File: src/hdl/stvk_dly.sv
// stvk_dly: stallable delay line that keeps side values level with the
// multiplier stages. No dependencies.
module stvk_dly #(
   parameter int WIDTH = 64,
   parameter int DEPTH = 2
) (
   input  logic             clock,
   input  logic             en,
   input  logic [WIDTH-1:0] d,
   output logic [WIDTH-1:0] q
);

   logic [WIDTH-1:0] tap_ff [DEPTH];

   always_ff @(posedge clock) begin
      if (en) begin
         tap_ff[0] <= d;
         for (int i = 1; i < DEPTH; i++) tap_ff[i] <= tap_ff[i-1];
      end
   end

   assign q = tap_ff[DEPTH-1];

endmodule

File: config.mk
export PLATFORM = sky130hd
export DESIGN_NAME = stvk_dly
export DESIGN_NICKNAME = d
export VERILOG_FILES = /design/src/hdl/stvk_dly.sv
export SDC_FILE = /design/constraint.sdc
export NUM_CORES = 1
export LEC_CHECK = 0
export ABC_AREA = 1
export BUFFER_PORTS_ARGS = -buffer_cell sky130_fd_sc_hd__buf_2
export CAP_MARGIN = 20
export CORE_ASPECT_RATIO = 0.5
export CORE_MARGIN = 8
export CORE_UTILIZATION = 50
export CTS_BUF_LIST = sky130_fd_sc_hd__clkbuf_8 sky130_fd_sc_hd__clkbuf_16
export CTS_CLUSTER_SIZE = 20
export DETAILED_ROUTE_END_ITERATION = 8
export PLACE_DENSITY = 0.83
export SLEW_MARGIN = 10
export SYNTH_ARGS = -nofsm -noshare
export SYNTH_HDL_FRONTEND = slang
export SYNTH_SLANG_ARGS = --single-unit
File: constraint.sdc
create_clock -name clock -period 0.85 [get_ports clock]
set_input_delay 0.085 -clock clock [delete_from_list [all_inputs] [get_ports clock]]
set_output_delay 0.085 -clock clock [all_outputs]
set_load 0.01 [all_outputs]
==> run summary <==
Syn Nets = 258
FFs w/ async S/R, synth = 0%
Critical Path, Cell by Cell = buf_2
htree depth = 4
CP endpoint = q[48]
hold crit path type = in -> reg
Ys Warns = 0
Worst Path Max Fanout = 1
starting density of the core = 50.5%
post-DP HPWL = 5540 µm
clock latency on the worst-skew pair = 0.40 ns
Mapped Cells = 192
R2R Setup Slk = 0.19 ns
crit path time final = 1.05 ns
Hold WS = 0.179 ns
Arr. time, crit path = 0.97 ns
R2R depth = 0
fin crit share = 124%
Antenna Nets Post-Route = 0
Layout Cells excl Fill = 480
DRT Pass-1 Iters = 5
clock sink count = 128
count leader, synth = edfxtp_1
multi-input gate count = 0
post-route setup slack = -0.204 ns
Post-synth EDFFs = 128
post-synthesis sequential area ratio = 88.9%
Final GP Congestion = 0.739
Largest Register = tap_ff
CTS tree = yes
CP required = 0.76 ns
# rows = 24
Setup Fix Bufs, Post-CTS = 0
status = finished with violations
CTS Root Cell = clkbuf_16
Area after DPL = 0.00475 mm²
Overflow after GRT = 0
leading cell types by count after synthesis = 128 x edfxtp_1, 64 x buf_4
DIE HEIGHT = 81.8 µm
FMAX = 949 MHz
Area Growth Syn to Fin = 38.0%
number of cells on the critical path = 1
Ports = 130
Int Power = 0.0125 W
r2r endpoint = tap_ff[0][104]
CP endpoint kind = output pin
area leader, netlist = edfxtp_1
Sequential Power Share = 49.3%
Critical Path Start Type = register
Critical R2R Launch = tap_ff[0][40]
Clock power frac = 44.9%
I/O Buffers = 129
Largest register FFs = 128
largest net degree at the start of global routing = 32
diode count = 0
die area = 0.0121 mm²
vias per cell = 4.40
slowest stage delay, CP = 0.41 ns
Post-Syn Area = 0.00432 mm²
Worst path top cell family by delay = flip-flops
Unique masters post-synth = 2
placed cell count = 385
WL/cell = 18.1 µm
post-synth top area share = 88.9%
Final Instance Area = 0.00597 mm²
PD cells = 2590 mW/mm²
fraction of layout cells with a size suffix above 1 = 46.0%
die width = 148 µm
clk slew on worst S/H paths = 0.05 ns
Main synth FF type = edfxtp_1
clk buf depth = 2
Pleak = 2.37 nW
Core Util, Final = 69.7%
Worst Setup Path Type = reg -> out
Top Registers = tap_ff x128
Slew HR = 88.5%
Max-Cap Viols = 0
WP buf/inv = 1
fin nets = 417
vias in the first global route = 2372
DRC = 0
RSZ-0062 raised after global routing = true
slew of the pin with the lowest slew margin = 0.173 ns
Switching Fraction = 19.2%
All-Layer GR Usage = 14.6%
multi-input logic area = 0 µm²
core area = 0.00856 mm²
Yosys reg bits = 128
crit path max-delay cell type = edfxtp_1
Setup crit start = tap_ff[0][112]
largest cells by area after synthesis = edfxtp_1 89%, buf_4 11%
Comb power frac = 5.8%
final wirelength = 8700 µm
max-slew violations = 0
clock skew = 0.00954 ns
initial antenna violation count = 0
vias after detailed routing = 2112
cts bufs inserted = 17
Switch Pwr = 0.00298 W
violated checks = negative setup slack
peak supply drop = 1.62 mV
First DRT Iteration DRCs = 74
Syn Area/Cell = 22.5 µm²
first-pass GRT wire length = 12700 µm
final setup fails = 64
Fin. Hold Viols = 0
==> power groups by stage <==
stage / sequential [W] / clock, W / combinational (W)
3_3_place_gp: 0.00771 / 0 / 0.000632
2_1_floorplan: 0.00770 / 0 / 0.000382
3_5_place_dp: 0.00775 / 0 / 0.000658
5_1_grt: 0.00766 / 0.00735 / 0.000954
6_report: 0.00763 / 0.00695 / 0.000895
4_1_cts: 0.00762 / 0.00703 / 0.000897
==> routing by layer <==
metal	vias to the layer above	track usage, %	part of all wire [%]
li1	973	-	-
met1	1050	12.8	33
met2	69	29.5	61
met3	20	4.62	3.8
met4	0	8.48	2.6
met5	-	0	0
==> worst min-delay path by stage <==
stage,start,cells past startpoint,to,slack [ns]
after floorplan,d[0],0,tap_ff[0][0],0.18
after global placement,d[62],1,tap_ff[0][62],0.26
after detailed placement,d[53],1,tap_ff[0][53],0.26
after CTS,en,2,tap_ff[0][30],0.17
after global routing,en,2,tap_ff[0][36],0.18
final,en,2,tap_ff[0][36],0.18
==> timing repair <==
action,CTS,global route
endpoints found under the setup margin,64,64
hold buffers,64,0
resized for setup,0,1
endpoints found under the hold margin,64,0
==> cells in the final DEF, fill, tap and decap left out, drive strengths merged <==
| cell | Yosys | final |
|---|---|---|
| buf | 64 | 140 |
| bufinv | 0 | 3 |
| clkbuf | 0 | 17 |
| clkinv | 0 | 9 |
| clkinvlp | 0 | 2 |
| dlygate4sd3 | 0 | 64 |
| edfxtp | 128 | 128 |
==> cells by family after synthesis <==
kind of cell | Yosys count | synth area share (%)
DFF | 128 | 88.9
buffers and inverters | 64 | 11.1
==> stage by stage <==
| step | TNS (ns) | power [W] | setup WS (ns) |
|---|---|---|---|
| after CTS | -10.33 | 0.0155 | -0.201 |
| after global placement | 0 | 0.00834 | 0.0286 |
| after global routing | -12.00 | 0.0160 | -0.234 |
| after detailed placement | 0 | 0.00840 | 0.0222 |
| final | -9.26 | 0.0155 | -0.204 |
| after floorplan | 0 | 0.00808 | 0.261 |
==> area by class of cell <==
type | instances | area (µm²)
fillers | 511 | 2590
clock inverters | 14 | 149
flip-flops and latches | 128 | 3840
repair buffers | 204 | 1400
clock buffers | 17 | 425
well taps | 117 | 146
(Power assumes the default switching activity.)
